[src/rtl/core/rd64_pkg.sv]
// Shared types for the pipelined 64-bit restoring divider.
// Holds the operation codes and the control word that travels down the cell chain.
// No dependencies.
package rd64_pkg;

   typedef enum logic [1:0] {
      OP_UDIV = 2'd0,
      OP_UREM = 2'd1,
      OP_SDIV = 2'd2,
      OP_SREM = 2'd3
   } rd_op_type;

   // Control word carried alongside the data of every pipeline stage.
   typedef struct packed {
      logic      valid;
      rd_op_type op;
      logic      q_neg;
      logic      r_neg;
      logic      dzero;
   } rd_ctl_type;

endpackage

[src/rtl/core/rd64_post.sv]
// Output stage: applies signs, selects quotient or remainder, holds the response.
// Depends on rd64_pkg.
module rd64_post #(
   parameter int DATA_WIDTH = 64
) (
   input  logic                      clock,
   input  logic                      reset,
   input  rd64_pkg::rd_ctl_type      ctl_in_s,
   input  logic [DATA_WIDTH-1:0]     q_in_s,
   input  logic [DATA_WIDTH-1:0]     r_in_s,
   input  logic                      rsp_stall,
   output logic                      out_free,
   output logic                      rsp_valid,
   output logic [63:0]               rsp_result
);
   import rd64_pkg::*;

   logic [DATA_WIDTH-1:0] res;
   logic                  valid_ff;
   logic [63:0]           result_ff;
   logic [63:0]           result_in;

   always_comb begin
      case (ctl_in_s.op)
         OP_UDIV: res = q_in_s;
         OP_UREM: res = r_in_s;
         OP_SDIV: res = ctl_in_s.q_neg ? (~q_in_s + 1'b1) : q_in_s;
         OP_SREM: res = ctl_in_s.r_neg ? (~r_in_s + 1'b1) : r_in_s;
         default: res = q_in_s;
      endcase
      if (ctl_in_s.dzero) begin
         res = '0;
      end
      result_in = 64'(res);
   end

   assign out_free = !valid_ff || !rsp_stall;

   always_ff @(posedge clock) begin
      if (reset) begin
         valid_ff <= 1'b0;
      end else if (out_free) begin
         valid_ff <= ctl_in_s.valid;
      end
   end

   always_ff @(posedge clock) begin
      if (out_free) begin
         result_ff <= result_in;
      end
   end

   assign rsp_valid  = valid_ff;
   assign rsp_result = result_ff;

endmodule

[config.mk]
export PLATFORM = sky130hd
export DESIGN_NAME = rd64_post
export DESIGN_NICKNAME = d
export VERILOG_FILES = /design/src/rtl/core/rd64_pkg.sv /design/src/rtl/core/rd64_post.sv
export SDC_FILE = /design/constraint.sdc
export NUM_CORES = 1
export LEC_CHECK = 0
export BUFFER_PORTS_ARGS = -buffer_cell sky130_fd_sc_hd__buf_2
export CAP_MARGIN = 20
export CORE_MARGIN = 2
export CORE_UTILIZATION = 50
export CTS_CLUSTER_SIZE = 40
export DETAILED_ROUTE_END_ITERATION = 10
export PLACE_DENSITY = 0.79
export SLEW_MARGIN = 20
export SYNTH_ARGS = -nofsm -noshare
export SYNTH_HDL_FRONTEND = slang
export SYNTH_SLANG_ARGS = --single-unit
[constraint.sdc]
create_clock -name clock -period 7.8 [get_ports clock]
set_input_delay 0 -clock clock [delete_from_list [all_inputs] [get_ports clock]]
set_output_delay 0 -clock clock [all_outputs]
set_load 0.02 [all_outputs]
# Word level (Yosys, flattened, before mapping)
# Index checks and enable logic that the tools add are counted.
# word_totals
rom_bits	0
input_bits	137
n_memories	0
latch_bits	0
output_inout_bits	66
elab_cells	16
mem_bits_rw	0
register_bits	65
# op_classes
n_div	0
multipliers	0
addsub	2
reduce_logical	4
muxes	3
n_eq_ne	3
bitwise_logic	2
n_shift	0
magnitude_cmp	0
# ops
cell	n
one-hot mux 64 bit (4 select lines)	1
adder 64 x 1 -> 64 bit, second input constant	2
two-way mux 64 bit	2
NOT 64 bit	2
equality test 2 bit, second input constant	2
equality test 2 x 1 -> 1 bit, second input constant	1
zero test 1 bit	2
zero test 2 bit	1
logical OR 1 bit	1

# Logic depth before layout (Yosys ltp)
# depth
depth_word	4
mapped_depth	10
ltp_nobuf	9

# Worst setup path before layout
# No wires, ideal clock.
# synth_path
path_type	input -> register
from	input port r_in_s[13]
to	register result_ff[51] (netlist: rsp_result[51]) (data pin)
t_arrival_ns	2.223
path_stages	7
path_slack_ns	5.305
setup_time_ns	0.271
required_time_ns	7.529
n_path_buf	0
cell_sequence	or4_4 > or4_4 > or3_4 > or3_1 > o21ai_1 > xor2_1 > o22ai_1
# synth_between
elab_chain_len	4
# synth_lines
item	line	rtl
start: declaration	rd64_post.sv:10	input logic [DATA_WIDTH-1:0] r_in_s,
NOT 64 bit	rd64_post.sv:28	OP_SREM: res = ctl_in_s.r_neg ? (~r_in_s + 1'b1) : r_in_s;
adder 64 x 1 -> 64 bit	rd64_post.sv:28	
two-way mux 64 bit	rd64_post.sv:28	
one-hot mux 64 bit (4 select lines)	rd64_post.sv:24	case (ctl_in_s.op)
end signal: assignment	rd64_post.sv:49	result_ff <= result_in;
end: declaration	rd64_post.sv:20	logic [63:0] result_ff;
# Every way passes these cells.
# A chain may end at the register's enable or synchronous reset.

# Final worst setup path
# layout_path
from	input port r_in_s[27]
to	register result_ff[57] (netlist: rsp_result[57]) (data pin)
# Same word-level chain as after synthesis.

==> results.md <==
- Reg2Reg Capture Point: rsp_result[45]$_SDFFCE_PP0P_
- Final Routed Wirelength: 22350 um
- Power share of the clock group: 0.318
- CTS tree: done
- Worst path arrival time: 2.86 ns
- Switching share of power: 0.3341
- Compound-Gate Fraction of Synth Area: 0.2564
- Post-DP HPWL: 15860 um
- Synth unique cells: 66
- Grt total ovfl: 0
- Ys Warns: 0
- Post_cts resized: 0
- Startpoint types: primary input
- Nets: 1097
- Post-CTS Setup Bufs: 0
- CP required: 7.85 ns
- Share of cells above drive strength 1: 0.2474
- Synth Net Count: 926
- Clock buffer depth: 2
- TritonCTS Buffers: 9
- Async S/R FF share, synth: 0
- Pre-antenna DRT Iters: 6
- Global-route wire length before repair: 33420 um
- Initial antenna violation count: 0
- Setup Crit Path Kind: in -> reg
- Fin crit period: 2.812 ns
- Tightest Pin Transition: 1.140 ns
- Main combinational cell family by area after synthesis: compound AO/OA/AOI/OAI gates
- Via count: 7216
- Rows: 41
- Setup TNS Final: 0 ns
- Crit Path Max Fanout: 9
- Number of port buffers: 202
- Post-synth top flop: edfxtp_1
- Sink Count: 65
- R2R Path Start: rsp_valid$_SDFFE_PP0P_
- Clock Latency Late Sink: 0.34 ns
- CTS clk-pin slew, worst paths: 0.06 ns
- Peak VDD IR: 79.41 uV
- Period utilization: 0.3605
- Number of global-route vias before repair: 6234
- Routed vias/inst: 6.352
- Post-DR wirelength/cell: 19.68 um
- Initial Util: 0.5100
- DRC: 0
- Final ANT Viol Nets: 0
- Core ar.: 12520 sq um
- Power share of the sequential group: 0.380
- HP Start: q_in_s[0]
- Mapped Area: 6384 sq um
- Relative slew slack: 0.2403
- Register area: 1942 sq um
- Static Leak: 3.070 nW
- Mean post-synth cell area: 8.111 sq um
- Multiplexer area fraction after synthesis: 0.05390
- Iteration-0 DRC Markers: 976
- P&R area growth vs syn: 21.46%
- Register bit total from synthesis: 65
- Skew final: 0.007160 ns
- Pwr Density: 148.5 nW/um^2
- Root Driver: clkbuf_16
- Hold Fails Final Rpt: 0
- Adder-Cell Fraction of Synth Area: 0.003920
- Commonest non-fill, non-tap cells in the layout: buf_2, nor2_1, nand2_1
- Reg2Reg Setup Slack: 6.34 ns
- Hold path endpoint: rsp_result[0]$_SDFFCE_PP0P_
- GRT Total Usage: 0.3177
- GPL Wtd Cong: 0.9659
- Int Power: 0.0007668 W
- Commonest non-fill, non-tap cell in the layout: buf_2
- Post-Synth XOR/XNOR Area: 0.09604
- DIE AREA: 13690 sq um
- FF-to-FF path depth: 2
- Simple-gate share of the synthesized area: 0.2497
- Largest net degree at the start of global routing: 67
- CTS H-tree lvls: 3
- Die X: 117.0 um
- Hold Path Stages: 3
- Comb pwr share: 0.302
- Multi-input logic area: 4218 sq um
- Final setup vio count: 0
- Chip Height: 117.0 um
- Ports: 203
- # fillers: 1153
- Number of synthesized flops with an enable pin: 64
- RSZ-0062 raised after global routing: no
- Sequential share of the synthesized area: 0.3042
- Hold Path Class: in -> reg
- Fmax: 355.7 MHz
- Syn Inst Count: 787
- Fin util: 0.6195
- Status: complete, no violations
- Maxcap violations: 0
- Critical Path End Type: flop
- Slew Viols, Final: 0
- NetSw: 0.0003847 W
-- layout make-up --
class                      instances  area share
sequential                        65      0.2504
clock inverter                     4    0.002743
clock buffer                      11     0.03001
tap                              172     0.02776
inverter                          11    0.005325
antenna                            2   0.0006455
timing repair buffer             210      0.1391
multi-input combinational        661      0.5440
-- how the worst max path moves through the flow --
stage	startpoint	endpoint	slack (ns)
final	r_in_s[27]	rsp_result[57]$_SDFFCE_PP0P_	4.99
after global routing	r_in_s[27]	rsp_result[57]$_SDFFCE_PP0P_	4.85
after CTS	r_in_s[27]	rsp_result[57]$_SDFFCE_PP0P_	5.08
after detailed placement	r_in_s[27]	rsp_result[57]$_SDFFCE_PP0P_	4.69
after global placement	r_in_s[27]	rsp_result[57]$_SDFFCE_PP0P_	4.84
after floorplan	r_in_s[13]	rsp_result[51]$_SDFFCE_PP0P_	5.31
-- through the flow --
step,total power [W],std cells,instance area [sq um],hold WS (ns),setup slack [ns]
6_report,0.001152,1136,7754,0.03101,4.988
5_1_grt,0.001198,1134,7749,0.03945,4.849
4_1_cts,0.001146,1134,7746,0.03063,5.076
3_5_place_dp,0.0007844,1117,7472,0.1611,4.695
3_3_place_gp,0.0007819,1117,7472,0.1574,4.844
2_1_floorplan,0.0006492,787,6384,0.07238,5.305
-- cell usage after synthesis, drive strengths merged, types with 5 or more instances --
library cell,number,share of area
nand2,69,0.041
nand3,22,0.017
mux2i,31,0.049
buf,5,0.0029
o21ai,53,0.042
xor2,32,0.044
a221oi,5,0.0069
a21oi,46,0.036
a211oi,25,0.029
edfxtp,64,0.30
nor3,44,0.037
or4,13,0.016
or3,13,0.014
o211a,5,0.0078
nor2b,10,0.0098
clkbuf,45,0.026
o22ai,18,0.018
xnor2,38,0.052
nor4,15,0.016
a211o,5,0.0069
and2,5,0.0049
a31oi,9,0.0088
o31ai,24,0.028
inv,10,0.0059
nand3b,6,0.0071
nor2,77,0.045
nand2b,14,0.014
nand4,9,0.0098
o31a,6,0.0082
o41ai,10,0.014
o21a,6,0.0071
-- sequential cells by signal, summed over array words and instances, names as in the netlist --
name,count
rsp_result,64
rsp_valid,1
-- metal layers --
layer | vias to the layer above | track usage | share of wire
li1 | 3368 | - | -
met1 | 3272 | 0.4298 | 0.40
met2 | 500 | 0.4948 | 0.44
met3 | 76 | 0.07158 | 0.11
met4 | 0 | 0.1271 | 0.038
met5 | - | 0 | 0
-- logic make-up after synthesis --
logic type	count (synthesis)
buffers and inverters	61
muxes	33
and+or+nand+nor	313
DFF	65
AOI/OAI and AO/OA	243
xor gates and xnor gates	70
adders and majority gates	2
-- worst max-delay path, stage by stage --
cell and delay [ns]:
buf_2 0.13, nor4_1 0.57, nand3_1 0.32, nor3_1 0.74, nand4_2 0.41, o31ai_1 0.38, mux2i_1 0.22, a221oi_1 0.09
-- power groups by stage --
| stage | clock (W) | sequential [W] | combinational, W |
|---|---|---|---|
| CTS | 0.000366 | 0.000438 | 0.000342 |
| global route | 0.000381 | 0.000441 | 0.000376 |
| global placement | 0 | 0.000444 | 0.000337 |
| detailed placement | 0 | 0.000444 | 0.000340 |
| floorplan | 0 | 0.000494 | 0.000155 |
| finish | 0.000366 | 0.000438 | 0.000348 |
-- repair_timing --
| action | in CTS | in global routing |
|---|---|---|
| endpoints found under the setup margin | 0 | 0 |
| hold endpoints to repair | 1 | 0 |
| hold buffers | 2 | 0 |
No activity file was read; power rests on OpenSTA's default activity.
