## src/rtl/core/rd64_pkg.sv

```systemverilog
// Shared types for the pipelined 64-bit restoring divider.
// Holds the operation codes and the control word that travels down the cell chain.
// No dependencies.
package rd64_pkg;

   typedef enum logic [1:0] {
      OP_UDIV = 2'd0,
      OP_UREM = 2'd1,
      OP_SDIV = 2'd2,
      OP_SREM = 2'd3
   } rd_op_type;

   // Control word carried alongside the data of every pipeline stage.
   typedef struct packed {
      logic      valid;
      rd_op_type op;
      logic      q_neg;
      logic      r_neg;
      logic      dzero;
   } rd_ctl_type;

endpackage

```

## src/rtl/core/rd64_prep.sv

```systemverilog
// Input stage of the divider: forms operand magnitudes and sign flags.
// Registers them for the first divide cell. Depends on rd64_pkg.
module rd64_prep #(
   parameter int DATA_WIDTH = 64
) (
   input  logic                      clock,
   input  logic                      reset,
   input  logic                      advance,
   input  logic                      req_valid,
   input  logic [1:0]                req_type,
   input  logic [63:0]               req_dividend,
   input  logic [63:0]               req_divisor,
   output rd64_pkg::rd_ctl_type      ctl_out,
   output logic [DATA_WIDTH-1:0]     n_out,
   output logic [DATA_WIDTH-1:0]     d_out
);
   import rd64_pkg::*;

   logic [DATA_WIDTH-1:0] n_raw;
   logic [DATA_WIDTH-1:0] d_raw;
   logic                  is_signed;
   logic                  n_neg;
   logic                  d_neg;
   rd_op_type             op;
   rd_ctl_type            ctl_ff;
   rd_ctl_type            ctl_in;
   logic [DATA_WIDTH-1:0] n_ff;
   logic [DATA_WIDTH-1:0] n_in;
   logic [DATA_WIDTH-1:0] d_ff;
   logic [DATA_WIDTH-1:0] d_in;

   always_comb begin
      op        = rd_op_type'(req_type);
      n_raw     = req_dividend[DATA_WIDTH-1:0];
      d_raw     = req_divisor[DATA_WIDTH-1:0];
      is_signed = (op == OP_SDIV) || (op == OP_SREM);
      n_neg     = is_signed && n_raw[DATA_WIDTH-1];
      d_neg     = is_signed && d_raw[DATA_WIDTH-1];
      n_in      = n_neg ? (~n_raw + 1'b1) : n_raw;
      d_in      = d_neg ? (~d_raw + 1'b1) : d_raw;
      ctl_in.valid = req_valid;
      ctl_in.op    = op;
      ctl_in.q_neg = (op == OP_SDIV) && (n_neg != d_neg);
      ctl_in.r_neg = (op == OP_SREM) && n_neg;
      ctl_in.dzero = (d_raw == '0);
   end

   // Only the valid flag needs a reset; the payload is don't-care while idle.
   always_ff @(posedge clock) begin
      if (reset) begin
         ctl_ff.valid <= 1'b0;
      end else if (advance) begin
         ctl_ff.valid <= ctl_in.valid;
      end
      if (advance) begin
         ctl_ff.op    <= ctl_in.op;
         ctl_ff.q_neg <= ctl_in.q_neg;
         ctl_ff.r_neg <= ctl_in.r_neg;
         ctl_ff.dzero <= ctl_in.dzero;
         n_ff         <= n_in;
         d_ff         <= d_in;
      end
   end

   assign ctl_out = ctl_ff;
   assign n_out   = n_ff;
   assign d_out   = d_ff;

endmodule

```

## config.mk

```make
export PLATFORM = sky130hd
export DESIGN_NAME = rd64_prep
export DESIGN_NICKNAME = d
export VERILOG_FILES = /design/src/rtl/core/rd64_pkg.sv /design/src/rtl/core/rd64_prep.sv
export SDC_FILE = /design/constraint.sdc
export NUM_CORES = 1
export LEC_CHECK = 0
export BUFFER_PORTS_ARGS = -buffer_cell sky130_fd_sc_hd__buf_2
export CAP_MARGIN = 40
export CORE_MARGIN = 2
export CORE_UTILIZATION = 45
export CTS_CLUSTER_SIZE = 10
export DETAILED_ROUTE_END_ITERATION = 7
export HOLD_SLACK_MARGIN = 0.15
export PLACE_DENSITY_LB_ADDON = 0.15
export SYNTH_ARGS = -nofsm -noshare
export SYNTH_HDL_FRONTEND = slang
export SYNTH_SLANG_ARGS = --single-unit
```

## constraint.sdc

```tcl
create_clock -name clock -period 3.8 [get_ports clock]
set_input_delay 0.57 -clock clock [delete_from_list [all_inputs] [get_ports clock]]
set_output_delay 0.57 -clock clock [all_outputs]
set_load 0.05 [all_outputs]
```

# Word-level counts from Yosys, hierarchy flattened
# Index checks and enable logic that the tools add are counted.
[totals] regBits=134
[classes] addsub=2 n_eq_ne=3 mux=2 n_bitwise=2 n_reduce_logical=6
[op_table] op="$add 64x1->64 const B" n=2
[op_table] op="$mux 64" n=2
[op_table] op="$not 64->64" n=2
[op_table] op="$logic_not 64->1" n=1
[op_table] op="$eq 2x2->1 const B" n=2
[op_table] op="$logic_and 1x1->1" n=4
[op_table] op="$logic_or 1x1->1" n=1
[op_table] op="$ne 1x1->1" n=1

# Logic depth before layout (Yosys ltp)
[depth] depth_word=5 depth_mapped=7 mapped_depth_nobuf=7

# Worst setup path after synthesis
# No wires, ideal clock.
[synth_path] path_type="input-to-reg" start="input port req_divisor[1]" end="register d_ff[46], in the netlist d_out[46], data pin" setup_time_ns=0.264 arrival_ns=2.399 required_time_ns=3.536 path_slack_ns=1.137 cell_stages=7 path_cell_list="inv_1 ha_1 or3b_2 or4_4 nor4_2 a31oi_1 xor2_1"
[synth_via] elab_chain_cells=3
[synth_rtl] element="start, declared" line_no="rd64_prep.sv:12" rtl="input logic [63:0] req_divisor,"
[synth_rtl] element="$not 64->64" line_no="rd64_prep.sv:40" rtl="d_in = d_neg ? (~d_raw + 1'b1) : d_raw;"
[synth_rtl] element="$add 64x1->64" line_no="rd64_prep.sv:40"
[synth_rtl] element="$mux 64" line_no="rd64_prep.sv:40"
[synth_rtl] element="net d_in[46]" line_no="rd64_prep.sv:30" rtl="logic [DATA_WIDTH-1:0] d_in;"
[synth_rtl] element="end signal, assigned" line_no="rd64_prep.sv:61" rtl="d_ff <= d_in;"
[synth_rtl] element="end, declared" line_no="rd64_prep.sv:29" rtl="logic [DATA_WIDTH-1:0] d_ff;"
# The timed path passes the listed nets, and every way through them passes these cells.
# A chain may end at the register's enable or synchronous reset.

# Final worst setup path
[layout_path] start="input port req_divisor[0]" end="register d_ff[36], in the netlist d_out[36], data pin"
# Same word-level chain as after synthesis.

==> flow_summary.ini <==
[status]
status = completed

[clock_tree]
htreeDepth = 4
clock_latency_ns = 0.41
cts_tree = done
root_buffer = clkbuf_16
post-cts-setup-buffers = 0
clk_path_buf_depth = 2
numClockSinks = 134
ctsHoldBuffers = 0
cts_resized = 0
numCtsBuffers = 17
cts.reportedPaths.clkPinSlew_ns = 0.06

[pwr]
cellPowerDensity_nw_per_um2 = 506
ir_drop_uv = 278
power.leakage_nw = 3.77

[floorplanning]
start_util = 0.459
rows = 45
coreArea_sq_um = 15200
die-area_sq_um = 16500
io_pins = 268
die_x_um = 129
die_h_um = 129

[grt]
grt_pass1_wl_um = 28600
gr-total-overflow = 0
grt_max_degree = 86
grt_use_total = 0.221
grt_pass1_vias = 5766
grt_antenna_before_repair = 0

[job]
drv_cap = 0

[worst_hold_path]
holdPathEnd = ctl_out[5]$_SDFFE_PP0P_
min_path_type = in2reg
holdPathStages = 2
min_from = reset

[sta]
max_freq_mhz = 379
setup_viol = 0
max_slew_margin = 0.427
hold_viol_final = 0
setup_tns_ns = 0
fin_crit_sh = 0.694
fin_skew_ns = 0
slew_violations = 0
tightest_slew_ns = 0.852
rsz0062_at_grt = false
min_period_ns = 2.64

[worst_setup_path]
crit_fanout = 9
max_stage_delay_ns = 0.55
reg2reg_to = ctl_out[5]$_SDFFE_PP0P_
r2r_slack_ns = 3.21
critPathSlowestCell = or4_4
crit_family = simple AND/OR/NAND/NOR gates
critPathKind = in2reg
rr_startpoint = ctl_out[5]$_SDFFE_PP0P_
ff2ff_path_depth = 2
worstSetupStartpointType = input pin
cp_num_buf_inv = 2
arrival_ns = 2.80
required_ns = 3.96
endpoint_kind = register
path_cells = buf_2, inv_1, ha_1, or3b_2, or4_4, nor2_2, a41oi_1, xor2_1

[routing]
route.detailed.drc = 0
wl_um = 18700
ant_nets = 0
via_count = 5938
wire_per_inst_um = 17.4
viasPerCell = 5.53
drt-pass1-iter-count = 5
drt_iter0_drc = 376

[cells_and_area]
area_growth_pct = 31.8
num_antenna_cells = 0
drive_gt1_frac = 0.354
num-nets-final = 1009
final_common_cell = buf_2
final_core_util = 0.605
layout_common_cells = buf_2, edfxtp_1, xor2_1

[yosys]
yosysUniqueCellTypes = 43
synth_nets = 733
ys_seq_elements = 134
synthesis.area_sq_um = 6980
yosys_warnings = 0
synthCells = 597
yosysSeqAreaShare = 0.575
syn_area_per_cell_sq_um = 11.7

[place]
numPortBuffers = 267
dp.final_hpwl_um = 13900
gp_congestion = 0.885
[area by class of cell]
type / instances / area, sq um
Inverter: 23 / 86.3
Clock buffer: 24 / 482
Multi-Input combinational cell: 423 / 2820
Fill cell: 1272 / 6010
Timing Repair Buffer: 274 / 1420
Tap cell: 188 / 235
Clock inverter: 8 / 146
Sequential cell: 134 / 4010
[stage by stage]
| step | hold slack, ns | worst slack [ns] | power [mW] | cells | cell area, sq um |
|---|---|---|---|---|---|
| final | 0.305 | 1.16 | 4.66 | 1074 | 9200 |
| after detailed placement | 0.499 | 0.727 | 2.94 | 1042 | 8570 |
| after global routing | 0.297 | 0.895 | 4.81 | 1074 | 9200 |
| after floorplan | 0.642 | 1.14 | 2.60 | 597 | 6980 |
| after global placement | 0.472 | 0.819 | 2.92 | 1041 | 8550 |
| after CTS | 0.289 | 1.17 | 4.69 | 1074 | 9200 |
[worst max path at each step]
stage / startpoint / to / slack (ns) / depth (start not counted)
finish: req_divisor[0] / d_out[36]$_DFFE_PP_ / 1.16 / 8
detailed placement: req_divisor[19] / d_out[43]$_DFFE_PP_ / 0.73 / 6
floorplan: req_divisor[1] / d_out[46]$_DFFE_PP_ / 1.14 / 7
global route: req_divisor[19] / d_out[43]$_DFFE_PP_ / 0.90 / 6
CTS: req_divisor[19] / d_out[43]$_DFFE_PP_ / 1.17 / 6
global placement: req_divisor[19] / d_out[43]$_DFFE_PP_ / 0.82 / 6
[state kept, by name (all words and copies together) (netlist names)]
register	cells
n_out	64
ctl_out	6
d_out	64
[cell families (layout without fill, tap and decap cells)]
kind of cell	after synthesis	after routing	synth area share
xor gates and xnor gates	123	123	0.154
buffers and inverters	40	329	0.0219
DFF	134	134	0.575
and+or+nand+nor	188	188	0.147
AOI/OAI and AO/OA	109	109	0.0968
muxes	1	1	0.00143
adders and majority gates	2	2	0.00359
[cells in the mapped netlist, drive strengths merged]
master   count  area (sq um)
edfxtp     133          3990
xor2        74           648
nor2        54           205
xnor2       49           429
a31oi       36           225
a21oi       31           155
nor3        30           155
nor4        30           200
nand2       24          90.1
inv         23          86.3
o21ai       16          80.1
clkbuf      15          56.3
o31ai       15           123
or3         11          68.8
or4          7          60.1
a41oi        6          52.6
nand4        6          37.5
and2         3          18.8
nand2b       3          18.8
nand3        3          15.0
nand4b       3          26.3
a21boi       2          15.0
and4         2          17.5
buf          2          10.0
ha           2          25.0
nor2b        2          12.5
nor3b        2          15.0
nor4b        2          17.5
o41ai        2          17.5
a21o         1          7.51
and3         1          6.26
and3b        1          8.76
dfxtp        1          20.0
mux2i        1          10.0
nand3b       1          7.51
nand4bb      1          27.5
or2          1          6.26
or3b         1          8.76
[metal layers]
metal / global-route usage / wire length [um] / vias to the layer above
met5: 0 / 0 / -
met4: 0.0748 / 345 / 0
met3: 0.0840 / 1870 / 32
met2: 0.370 / 9150 / 294
met1: 0.265 / 7290 / 2815
li1: - / - / 2797
[report_power, final]
part | total (mW) | switching (mW) | leakage (nW) | internal, mW
Combinational | 1.06 | 0.803 | 2.15 | 0.253
Clock | 1.75 | 0.601 | 0.304 | 1.15
Sequential | 1.85 | 0.0374 | 1.31 | 1.81
No activity file was read; power rests on OpenSTA's default activity.
