## src/rtl/core/rd64_pkg.sv

```systemverilog
// Shared types for the pipelined 64-bit restoring divider.
// Holds the operation codes and the control word that travels down the cell chain.
// No dependencies.
package rd64_pkg;

   typedef enum logic [1:0] {
      OP_UDIV = 2'd0,
      OP_UREM = 2'd1,
      OP_SDIV = 2'd2,
      OP_SREM = 2'd3
   } rd_op_type;

   // Control word carried alongside the data of every pipeline stage.
   typedef struct packed {
      logic      valid;
      rd_op_type op;
      logic      q_neg;
      logic      r_neg;
      logic      dzero;
   } rd_ctl_type;

endpackage

```

## src/rtl/core/rd64_cell.sv

```systemverilog
// One restoring divide step, registered. A chain of these forms the divider core.
// Depends on rd64_pkg.
module rd64_cell #(
   parameter int DATA_WIDTH = 64
) (
   input  logic                      clock,
   input  logic                      reset,
   input  logic                      advance,
   input  rd64_pkg::rd_ctl_type      ctl_in_s,
   input  logic [DATA_WIDTH-1:0]     rem_in_s,
   input  logic [DATA_WIDTH-1:0]     nq_in_s,
   input  logic [DATA_WIDTH-1:0]     d_in_s,
   output rd64_pkg::rd_ctl_type      ctl_out,
   output logic [DATA_WIDTH-1:0]     rem_out,
   output logic [DATA_WIDTH-1:0]     nq_out,
   output logic [DATA_WIDTH-1:0]     d_out
);
   import rd64_pkg::*;

   logic [DATA_WIDTH:0]   shifted;
   logic [DATA_WIDTH:0]   diff;
   logic                  ge;
   rd_ctl_type            ctl_ff;
   logic [DATA_WIDTH-1:0] rem_ff;
   logic [DATA_WIDTH-1:0] rem_in;
   logic [DATA_WIDTH-1:0] nq_ff;
   logic [DATA_WIDTH-1:0] nq_in;
   logic [DATA_WIDTH-1:0] d_ff;

   // The nq word holds the dividend bits still to be brought down; quotient
   // bits enter at the bottom, so after the last cell it holds the quotient.
   always_comb begin
      shifted = {rem_in_s, nq_in_s[DATA_WIDTH-1]};
      diff    = shifted - {1'b0, d_in_s};
      ge      = (shifted >= {1'b0, d_in_s});
      rem_in  = ge ? diff[DATA_WIDTH-1:0] : shifted[DATA_WIDTH-1:0];
      nq_in   = {nq_in_s[DATA_WIDTH-2:0], ge};
   end

   always_ff @(posedge clock) begin
      if (reset) begin
         ctl_ff.valid <= 1'b0;
      end else if (advance) begin
         ctl_ff.valid <= ctl_in_s.valid;
      end
      if (advance) begin
         ctl_ff.op    <= ctl_in_s.op;
         ctl_ff.q_neg <= ctl_in_s.q_neg;
         ctl_ff.r_neg <= ctl_in_s.r_neg;
         ctl_ff.dzero <= ctl_in_s.dzero;
         rem_ff       <= rem_in;
         nq_ff        <= nq_in;
         d_ff         <= d_in_s;
      end
   end

   assign ctl_out = ctl_ff;
   assign rem_out = rem_ff;
   assign nq_out  = nq_ff;
   assign d_out   = d_ff;

endmodule

```

## config.mk

```make
export PLATFORM = sky130hd
export DESIGN_NAME = rd64_cell
export DESIGN_NICKNAME = d
export VERILOG_FILES = /design/src/rtl/core/rd64_pkg.sv /design/src/rtl/core/rd64_cell.sv
export SDC_FILE = /design/constraint.sdc
export NUM_CORES = 1
export LEC_CHECK = 0
export BUFFER_PORTS_ARGS = -buffer_cell sky130_fd_sc_hd__buf_2
export CAP_MARGIN = 10
export CORE_AREA = 2 2 155 157
export CTS_CLUSTER_DIAMETER = 50
export DETAILED_ROUTE_END_ITERATION = 10
export DIE_AREA = 0 0 157 159
export PLACE_DENSITY = 0.76
export SLEW_MARGIN = 20
export SYNTH_ARGS = -nofsm -noshare
export SYNTH_HDL_FRONTEND = slang
export SYNTH_SLANG_ARGS = --single-unit
```

## constraint.sdc

```tcl
create_clock -name clock -period 3.25 [get_ports clock]
set_input_delay 0.325 -clock clock [delete_from_list [all_inputs] [get_ports clock]]
set_output_delay 0.325 -clock clock [all_outputs]
set_load 0.01 [all_outputs]
```

* Word-level counts from Yosys, hierarchy flattened
Cells that the tools add are included.
** Operators by class
- Magnitude comparators :: 1
- Multiplexer cells :: 1
- Add/sub/neg operators :: 1
** Operators with widths (number)
- 65-bit by 64-bit greater-or-equal comparator with 1-bit output :: 1
- 64-bit 2-to-1 mux :: 1
- 64-bit subtractor :: 1
** Word-level totals
- Register bits :: 198
- Output and inout port bits :: 198
- Logic and storage cells :: 11

* Longest topological paths before layout
Gate-level depths: netlist of run 1.
- Depth after elaboration :: 2
- Mapped depth :: 16
- Mapped depth without buffers :: 13

* Worst setup path after synthesis of run 1
Ideal clock, no wire load.
- Path kind :: in2reg
- Start point :: in d_in_s[32]
- End point :: reg rem_ff[63], in the netlist rem_out[63] (data pin)
- Path buffers :: 1
- Cell stages on the path :: 11
- Setup time :: 0.262 ns
- Setup slack :: 0.213 ns
- Arrival time :: 2.775 ns
- Data required time :: 2.988 ns
- Cells stage by stage :: inv_1 -> ha_1 -> buf_2 -> nand4_1 -> or3_1 -> a311o_1 -> o41ai_4 -> a41oi_2 -> o211ai_2 -> xor2_1 -> mux2_1
** On the way
- Word-level cells in the longest chain between the ends :: 2
- Elaborated cells on any way between the ends :: 3
- Classes of those cells :: 1 x add/sub; 1 x order compare; 1 x mux
** Ends and longest elaborated chain
- start, declared :: line rd64_cell.sv:12 : input logic [DATA_WIDTH-1:0] d_in_s,
- 64-bit subtractor or 65-bit by 64-bit greater-or-equal comparator with 1-bit output (tied branches) :: line rd64_cell.sv:34, rd64_cell.sv:35
- 64-bit 2-to-1 mux (*) :: line rd64_cell.sv:36 : rem_in = ge ? diff[DATA_WIDTH-1:0] : shifted[DATA_WIDTH-1:0];
- net rem_in[63] :: line rd64_cell.sv:25 : logic [DATA_WIDTH-1:0] rem_in;
- end signal, assigned :: line rd64_cell.sv:51 : rem_ff <= rem_in;
- end, declared :: line rd64_cell.sv:24 : logic [DATA_WIDTH-1:0] rem_ff;
The timed path passes the listed nets; every way through them passes the cells marked *.
A chain may end at the register's enable or synchronous reset.

* Worst setup path after layout of run 1
- Start point :: in nq_in_s[63]
- End point :: reg rem_ff[44], in the netlist rem_out[44] (data pin)
** On the way
- Word-level cells in the longest chain between the ends :: 2
- Elaborated cells on any way between the ends :: 3
- Classes of those cells :: 1 x add/sub; 1 x order compare; 1 x mux
** Ends and longest elaborated chain
- start, declared :: line rd64_cell.sv:11 : input logic [DATA_WIDTH-1:0] nq_in_s,
- 64-bit subtractor or 65-bit by 64-bit greater-or-equal comparator with 1-bit output (tied branches) :: line rd64_cell.sv:34, rd64_cell.sv:35
- 64-bit 2-to-1 mux (*) :: line rd64_cell.sv:36
- net rem_in[44] :: line rd64_cell.sv:25
Marked as above.

==> flow_metrics.py, run 1 <==
metrics = {
    "routing": {
        "drtIter0Drc": 543,
        "dr.pass1.iters": 7,
        "final_antenna_net_count": 0,
        "num_vias": 9299,
        "drt-total-wl_microns": 31600,
        "drc": 0,
        "vias_per_cell": 5.15,
        "avgRoutedWirePerCell_microns": 17.5,
    },
    "die": {
        "dieArea_sq_um": 25000,
        "die_y_microns": 159,
        "initial_utilization_pct": 46.6,
        "io_pins": 399,
        "rows": 56,
        "core_area_sq_um": 23200,
        "die_x_microns": 157,
    },
    "sta": {
        "tns_ns": 0,
        "rsz0062_at_grt": "false",
        "finalCritPeriodShare_pct": 93.5,
        "tightest_slew_ns": 0.531,
        "setup_viol": 0,
        "hold_viol": 0,
        "skew_ns": 0,
        "slew_viol_final": 0,
        "period_minus_slack_ns": 3.04,
        "slew-limit-headroom_pct": 64.6,
        "clock.fmax_ghz": 0.329,
    },
    "logic_synthesis": {
        "synth-seq-cells": 198,
        "synth_edf_count": 197,
        "avgSynthCellArea_sq_um": 11.3,
        "syn_inst": 952,
        "seq_area_frac_synth_pct": 55.0,
        "yosys.area_share.adder_pct": 7.60,
        "synth.top_cells.by_area": "edfxtp_1 55%, ha_1 7.4%, a21oi_1 5.1%, xnor2_1 3.0%, inv_1 2.7%",
        "synth_flop_cell": "edfxtp_1",
        "synth_top_family_by_area": "compound AO/OA/AOI/OAI gates",
        "synthSimpleGateAreaFrac_pct": 9.81,
        "synth.net_count": 1218,
        "synth_compound_area_share_pct": 16.8,
        "synth_area_sq_um": 10800,
        "synth_top_area_share_pct": 54.8,
        "ys_warn_count": 0,
        "yosys.area.top_type": "edfxtp_1",
        "async_flop_share_pct": 0,
        "yosys.area_share.xor_xnor_pct": 4.62,
        "synthMuxAreaShare_pct": 1.75,
        "ys_types": 67,
    },
    "setup_path": {
        "path_max_fanout": 3,
        "reg2reg_setup_slack_ns": 2.63,
        "cp.arrival_ns": 3.22,
        "end_kind": "flip-flop",
        "path_class": "in2reg",
        "cp.required_ns": 3.43,
        "worst_setup_path_start_kind": "input pin",
    },
    "power_and_ir_drop": {
        "ir_drop_mv": 0.325,
        "pwr_density_cell_nw_per_um2": 495,
        "leakagePower_nw": 6.75,
        "p_total_w": 0.00728,
    },
    "outcome": {
        "status": "completed",
    },
    "final_layout": {
        "final_nets": 1737,
        "syn2layout_area_growth_pct": 36.1,
        "drive_gt1_share_pct": 40.8,
        "final_area_sq_um": 14700,
        "fin_util_pct": 63.4,
    },
    "cts": {
        "clkSinkCount": 198,
        "numCtsBuffers": 17,
        "cts_setup_buffers": 0,
        "clk_latency_ns": 0.43,
        "cts_buffer_depth": 2,
        "ctsResizeCount": 0,
        "root_buffer": "clkbuf_16",
        "cts.reportedPaths.clkPinSlew_ns": 0.08,
        "ctsHtreeMaxLevel": 4,
        "postCtsHoldBufs": 0,
        "cts_tree": "built",
    },
    "placement": {
        "port_buffers": 398,
        "place_area_sq_um": 14100,
        "place.gp.congestion": 0.915,
        "dp_hpwl_microns": 25700,
    },
    "global_routing": {
        "grt_pass1_wl_microns": 48300,
        "grt_overflow": 0,
        "grt_pass1_vias": 9342,
        "grt_util_all_layers_pct": 24.9,
        "grt_max_degree": 63,
        "antenna_found_initial": 4,
    },
    "hold_path": {
        "hp-class": "in2reg",
    },
    "flow_run": {
        "cap_violations": 0,
    },
}
-- final cells by class --
class                           instances  area, sq um
Fill cell                            1901         8490
Sequential cell                       198         5940
Multi-Input combinational cell        641         4390
Timing Repair Buffer                  534         3070
Clock buffer                           18          429
Tap cell                              319          399
Inverter                               79          297
Clock inverter                         14          173
Antenna cell                            3         7.51
-- metrics by stage --
step	std cells	hold WS, ns	setup slack [ns]
floorplan	952	0.397	0.213
global placement	1771	0.484	-0.185
detailed placement	1771	0.483	-0.241
CTS	1803	0.0166	0.175
global route	1805	0.0207	0.0355
finish	1806	0.0362	0.211
-- cell usage in the layout (no fill, tap or decap), types with 7 or more instances in the layout --
cell,count
nand3_1,11
edfxtp_1,197
o21ai_0,41
a21o_1,36
mux2_1,14
inv_1,79
a21oi_2,12
buf_2,397
xor2_1,20
buf_4,132
nor2_2,10
nand4_1,15
a21oi_1,111
o21bai_1,11
nor3_1,8
ha_1,64
o21a_1,12
or3_1,7
clkbuf_16,17
nand2_1,60
xnor2_1,37
nor2_1,77
-- cell families (layout without fill, tap and decap cells) --
family	Yosys count	in the layout
AOI/OAI and AO/OA	278	278
and+or+nand+nor	224	224
DFF	198	198
buffers and inverters	113	645
adders and majority gates	65	65
xor gates and xnor gates	57	57
muxes	17	17
other	0	3
-- Yosys cell counts, types with 7 or more instances --
cell type and instances:
edfxtp_1 197, a21oi_1 111, inv_1 79, nor2_1 77, ha_1 64, nand2_1 60
o21ai_0 41, a21o_1 37, xnor2_1 37, xor2_1 20, nand4_1 15, clkbuf_1 14
mux2_1 14, a21oi_2 12, buf_2 12, o21a_1 12, nand3_1 11, o21bai_1 11
nor2_2 10, nor3_1 8, or3_1 7
-- power by group --
| part | leakage, nW | total (W) | switching (W) | internal [W] |
|---|---|---|---|---|
| Clock | 0.291 | 0.00215 | 0.00110 | 0.00105 |
| Combinational | 4.52 | 0.00193 | 0.00106 | 0.000873 |
| Sequential | 1.94 | 0.00320 | 0.0000621 | 0.00313 |
| Total | 6.75 | 0.00728 | 0.00222 | 0.00506 |
-- layer usage --
metal	vias to the layer above	share of wire, %	global-route usage [%]
met2	365	50	43.7
li1	4537	-	-
met4	2	4.3	10.8
met3	70	6.8	5.50
met1	4325	39	29.0
met5	-	0.041	0
-- worst paths after layout --
check              start          end  depth (start not counted)
max          nq_in_s[63]  rem_out[44]                         14
min                reset   ctl_out[5]                          2
max reg2reg   ctl_out[5]   ctl_out[5]                          2
min reg2reg   ctl_out[5]   ctl_out[5]                          2
-- worst max-delay path, stage by stage --
cell	delay, ns
buf_2	0.09
inv_1	0.03
ha_1	0.22
fa_1	0.40
nor2b_1	0.18
o21bai_1	0.11
a21oi_1	0.26
o31ai_2	0.15
o21ai_1	0.24
a31oi_2	0.18
o31ai_1	0.41
a21boi_0	0.19
xnor2_1	0.16
mux2_2	0.27
-- flip-flops by register name (all words and copies together) (netlist names) --
| signal | count |
|---|---|
| d_out | 64 |
| nq_out | 64 |
| rem_out | 64 |
| ctl_out | 6 |
Note: power is estimated with default switching activity, not from simulation.
==> inputs of run 2 (changes only) <==
==> constraint.sdc (replaced) <==
create_clock -name clock -period 3.4 [get_ports clock]
set_input_delay 0.34 -clock clock [delete_from_list [all_inputs] [get_ports clock]]
set_output_delay 0.34 -clock clock [all_outputs]
set_load 0.01 [all_outputs]
==> flow_metrics.py, run 2 (synthesized netlist as in run 1, its figures left out) <==
metrics = {
    "power_and_ir_drop": {
        "ir_drop_mv": 0.241,
        "p_switching_w": 0.00213,
        "clkPwrFrac_pct": 30.2,
        "p_int_w": 0.00478,
        "pwr_density_cell_nw_per_um2": 484,
        "seqPwrFrac_pct": 44.3,
        "p_comb_share_pct": 25.5,
        "leakagePower_nw": 6.47,
        "p_sw_share_pct": 30.8,
    },
    "cts": {
        "postCtsHoldBufs": 0,
        "cts_buffer_depth": 2,
        "cts_setup_buffers": 0,
        "cts_tree": "built",
        "ctsResizeCount": 0,
        "clk_latency_ns": 0.43,
        "cts.reportedPaths.clkPinSlew_ns": 0.08,
        "clkSinkCount": 198,
        "numCtsBuffers": 17,
        "ctsHtreeMaxLevel": 4,
        "root_buffer": "clkbuf_16",
    },
    "routing": {
        "final_antenna_net_count": 0,
        "avgRoutedWirePerCell_microns": 17.8,
        "vias_per_cell": 5.22,
        "dr.pass1.iters": 5,
        "num_vias": 9100,
        "drt-total-wl_microns": 31000,
        "drc": 0,
        "drtIter0Drc": 782,
    },
    "die": {
        "rows": 56,
        "io_pins": 399,
        "die_y_microns": 159,
        "die_x_microns": 157,
        "initial_utilization_pct": 46.6,
        "core_area_sq_um": 23200,
        "dieArea_sq_um": 25000,
    },
    "global_routing": {
        "grt_max_degree": 76,
        "antenna_found_initial": 4,
        "grt_overflow": 0,
        "grt_pass1_wl_microns": 47900,
        "grt_pass1_vias": 9151,
        "grt_util_all_layers_pct": 24.7,
    },
    "setup_path": {
        "path_class": "in2reg",
        "cp.arrival_ns": 3.32,
        "crit_family": "compound AO/OA/AOI/OAI gates",
        "path_buf_inv": 2,
        "max_stage_delay_ns": 0.44,
        "path_max_fanout": 3,
        "end_kind": "flip-flop",
        "path_cells": "buf_2 > inv_1 > ha_1 > fa_1 > nor2b_1 > o21bai_1 > a21oi_1 > o31ai_2 > o21ai_1 > a31oi_2 > o31ai_1 > a21boi_0 > xnor2_1 > mux2_2",
        "cpMaxStageDelayCell": "o31ai_1",
        "cp.required_ns": 3.58,
        "worst_setup_path_start_kind": "input pin",
    },
    "flow_run": {
        "cap_violations": 0,
    },
    "final_layout": {
        "instances_no_fill": 1744,
        "drive_gt1_share_pct": 38.3,
        "final_nets": 1675,
        "syn2layout_area_growth_pct": 32.0,
        "final_common_cell": "buf_2",
        "fillers": 1918,
        "final_cell_mix": "397 x buf_2, 197 x edfxtp_1, 111 x a21oi_1",
    },
    "sta": {
        "tightest_slew_ns": 0.662,
        "period_minus_slack_ns": 3.14,
        "slew_viol_final": 0,
        "finalCritPeriodShare_pct": 92.4,
        "clock.fmax_ghz": 0.318,
        "whs_ns": 0.0542,
        "hold_viol": 0,
        "slew-limit-headroom_pct": 55.9,
        "rsz0062_at_grt": "false",
        "setup_viol": 0,
        "skew_ns": 0,
    },
    "placement": {
        "place.gp.congestion": 0.907,
        "port_buffers": 398,
        "dp_cells": 1709,
        "dp_hpwl_microns": 25000,
    },
    "hold_path": {
        "hp-class": "in2reg",
    },
    "outcome": {
        "status": "completed",
    },
}
-- run 2: final timing paths --
path	from	end	slack, ns	depth (start not counted)
worst max-delay path	nq_in_s[63]	rem_out[44]	0.26	14
worst min register to register	ctl_out[5]	ctl_out[5]	0.52	2
worst max register to register	ctl_out[5]	ctl_out[5]	2.80	2
worst min-delay path	reset	ctl_out[5]	0.05	2
-- run 2: power groups by stage --
stage | clock network (W) | logic, W | registers [W]
after floorplan | 0 | 0.000819 | 0.00326
after global routing | 0.00222 | 0.00193 | 0.00308
after CTS | 0.00213 | 0.00176 | 0.00306
after detailed placement | 0 | 0.00175 | 0.00311
after global placement | 0 | 0.00173 | 0.00311
final | 0.00209 | 0.00176 | 0.00305
-- run 2: per-stage QoR --
stage               worst slack [ns]  util [%]  total power [W]  area, sq um  TNS [ns]
detailed placement            -0.194      58.8          0.00487        13600    -0.677
CTS                            0.258      61.4          0.00696        14300         0
global placement             -0.0475      58.8          0.00483        13600   -0.0475
floorplan                      0.348         -          0.00408        10800         0
global route                  0.0693      61.5          0.00722        14300         0
finish                         0.258      61.5          0.00690        14300         0
-- run 2: metal layers --
layer  track usage (%)  vias up  wire length, microns
met2              44.9      381                 16100
li1                  -     4416                     -
met3              5.14       50                  2130
met4              8.30        2                   796
met5                 0        -                    13
met1              28.6     4251                 12000
-- run 2: layout make-up --
type | instances | area, sq um | share of cell area, %
multi-input cells | 641 | 4390 | 30.8
repair buffers | 472 | 2610 | 18.3
inverters | 79 | 297 | 2.08
well taps | 319 | 399 | 2.80
clock inverters | 15 | 199 | 1.40
diodes | 3 | 7.51 | 0.0526
flip-flops and latches | 198 | 5940 | 41.6
clock buffers | 17 | 425 | 2.98
==> inputs of run 3 (changes only) <==
--- a/config.mk
+++ b/config.mk
@@ -11,7 +11,7 @@
 export CTS_CLUSTER_DIAMETER = 50
 export DETAILED_ROUTE_END_ITERATION = 10
 export DIE_AREA = 0 0 157 159
-export PLACE_DENSITY = 0.76
+export PLACE_DENSITY = 0.82
 export SLEW_MARGIN = 20
 export SYNTH_ARGS = -nofsm -noshare
 export SYNTH_HDL_FRONTEND = slang
==> flow_metrics.py, run 3 (synthesized netlist as in run 1, its figures left out) <==
metrics = {
    "final_layout": {
        "fillers": 1877,
        "final_nets": 1719,
        "drive_gt1_share_pct": 40.2,
        "final_common_cell": "buf_2",
        "final_cell_mix": "397 x buf_2, 197 x edfxtp_1, 116 x buf_4",
        "instances_no_fill": 1792,
        "syn2layout_area_growth_pct": 34.9,
    },
    "routing": {
        "avgRoutedWirePerCell_microns": 17.9,
        "drt-total-wl_microns": 32100,
        "drtIter0Drc": 678,
        "dr.pass1.iters": 6,
        "drc": 0,
        "final_antenna_net_count": 0,
        "vias_per_cell": 5.21,
        "num_vias": 9330,
    },
    "global_routing": {
        "grt_pass1_vias": 9582,
        "grt_overflow": 0,
        "antenna_found_initial": 9,
        "grt_pass1_wl_microns": 49100,
        "grt_util_all_layers_pct": 25.4,
        "grt_max_degree": 74,
    },
    "setup_path": {
        "r2r_start": "ctl_out[5]",
        "cp.arrival_ns": 3.35,
        "end_kind": "flip-flop",
        "crit_family": "compound AO/OA/AOI/OAI gates",
        "cpMaxStageDelayCell": "a21boi_1",
        "path_buf_inv": 2,
        "r2r_end": "ctl_out[5]",
        "path_class": "in2reg",
        "cp.required_ns": 3.59,
        "max_stage_delay_ns": 0.40,
        "cp-startpoint": "rem_in_s[5]",
        "reg2reg_setup_slack_ns": 2.81,
        "r2r_cells": 2,
        "path_max_fanout": 36,
        "worst_setup_path_start_kind": "input pin",
        "path_cells": "buf_2 > ha_1 > a211oi_1 > o211ai_1 > a21boi_1 > a2111oi_4 > nor3_2 > o21ai_2 > a31o_2 > a21o_4 > buf_4 > a41o_1",
    },
    "placement": {
        "place.gp.congestion": 0.903,
        "dp_cells": 1753,
        "port_buffers": 398,
        "dp_hpwl_microns": 25700,
    },
    "cts": {
        "clkSinkCount": 198,
        "root_buffer": "clkbuf_16",
        "ctsResizeCount": 0,
        "ctsHtreeMaxLevel": 4,
        "cts_tree": "built",
        "cts_setup_buffers": 0,
        "clk_latency_ns": 0.43,
        "cts_buffer_depth": 2,
        "cts.reportedPaths.clkPinSlew_ns": 0.08,
        "postCtsHoldBufs": 0,
        "numCtsBuffers": 17,
    },
    "sta": {
        "tightest_slew_ns": 0.631,
        "whs_ns": 0.0514,
        "rsz0062_at_grt": "false",
        "slew-limit-headroom_pct": 57.9,
        "skew_ns": 0,
        "clock.fmax_ghz": 0.317,
        "slew_viol_final": 0,
        "tns_ns": 0,
        "finalCritPeriodShare_pct": 92.8,
        "hold_viol": 0,
        "period_minus_slack_ns": 3.16,
        "setup_viol": 0,
    },
    "flow_run": {
        "cap_violations": 0,
    },
    "die": {
        "die_y_microns": 159,
        "core_area_sq_um": 23200,
        "dieArea_sq_um": 25000,
        "initial_utilization_pct": 46.6,
        "rows": 56,
        "die_x_microns": 157,
        "io_pins": 399,
    },
    "hold_path": {
        "hp-class": "in2reg",
        "hold_depth": 2,
        "min_from": "reset",
        "hold_end": "ctl_out[5]",
    },
    "power_and_ir_drop": {
        "leakagePower_nw": 6.66,
        "ir_drop_mv": 0.381,
        "p_total_w": 0.00696,
        "pwr_density_cell_nw_per_um2": 478,
    },
    "outcome": {
        "status": "completed",
    },
}
[run 3: worst max-delay path by stage]
stage                             end  slack [ns]  depth (start not counted)
after global routing      rem_out[60]        0.09                         14
after floorplan           rem_out[63]        0.35                         11
after global placement    rem_out[52]       -0.20                         12
after detailed placement  rem_out[52]       -0.19                         12
after CTS                 rem_out[52]        0.23                         12
final                     rem_out[52]        0.24                         12
[run 3: per-stage QoR]
step / util (%) / area [sq um] / setup slack (ns)
CTS: 62.7 / 14600 / 0.231
global route: 62.8 / 14600 / 0.0898
finish: 62.8 / 14600 / 0.243
floorplan: - / 10800 / 0.348
detailed placement: 60.1 / 13900 / -0.195
global placement: 60.1 / 13900 / -0.198
[run 3: layer usage]
layer  global-route usage [%]  vias up  share of wire, %  wire [microns]
met1                     27.8     4367                38           12100
met3                     5.09       74               6.2            2010
met2                     46.2      376                52           16600
li1                         -     4509                 -               -
met4                     12.4        4               4.2            1340
met5                        0        -             0.084              27
[run 3: area by class of cell]
class,count,area (sq um),share of cell area (%)
Sequential cell,198,5940,40.7
Multi-Input combinational cell,641,4390,30.1
Timing Repair Buffer,516,2910,20.0
Clock buffer,17,425,2.92
Tap cell,319,399,2.74
Inverter,79,297,2.04
Clock inverter,15,193,1.32
Antenna cell,7,17.5,0.120
[run 3: power breakdown]
part	internal [W]	switching (W)	leakage [nW]
Clock	0.00101	0.00107	0.299
Combinational	0.000807	0.00102	4.43
Sequential	0.00300	0.0000628	1.94
[run 3: worst reg2reg max path: stages, from the launching register on]
cell and delay [ns]:
dfxtp_1 0.32, mux2i_1 0.12, nor2_1 0.05
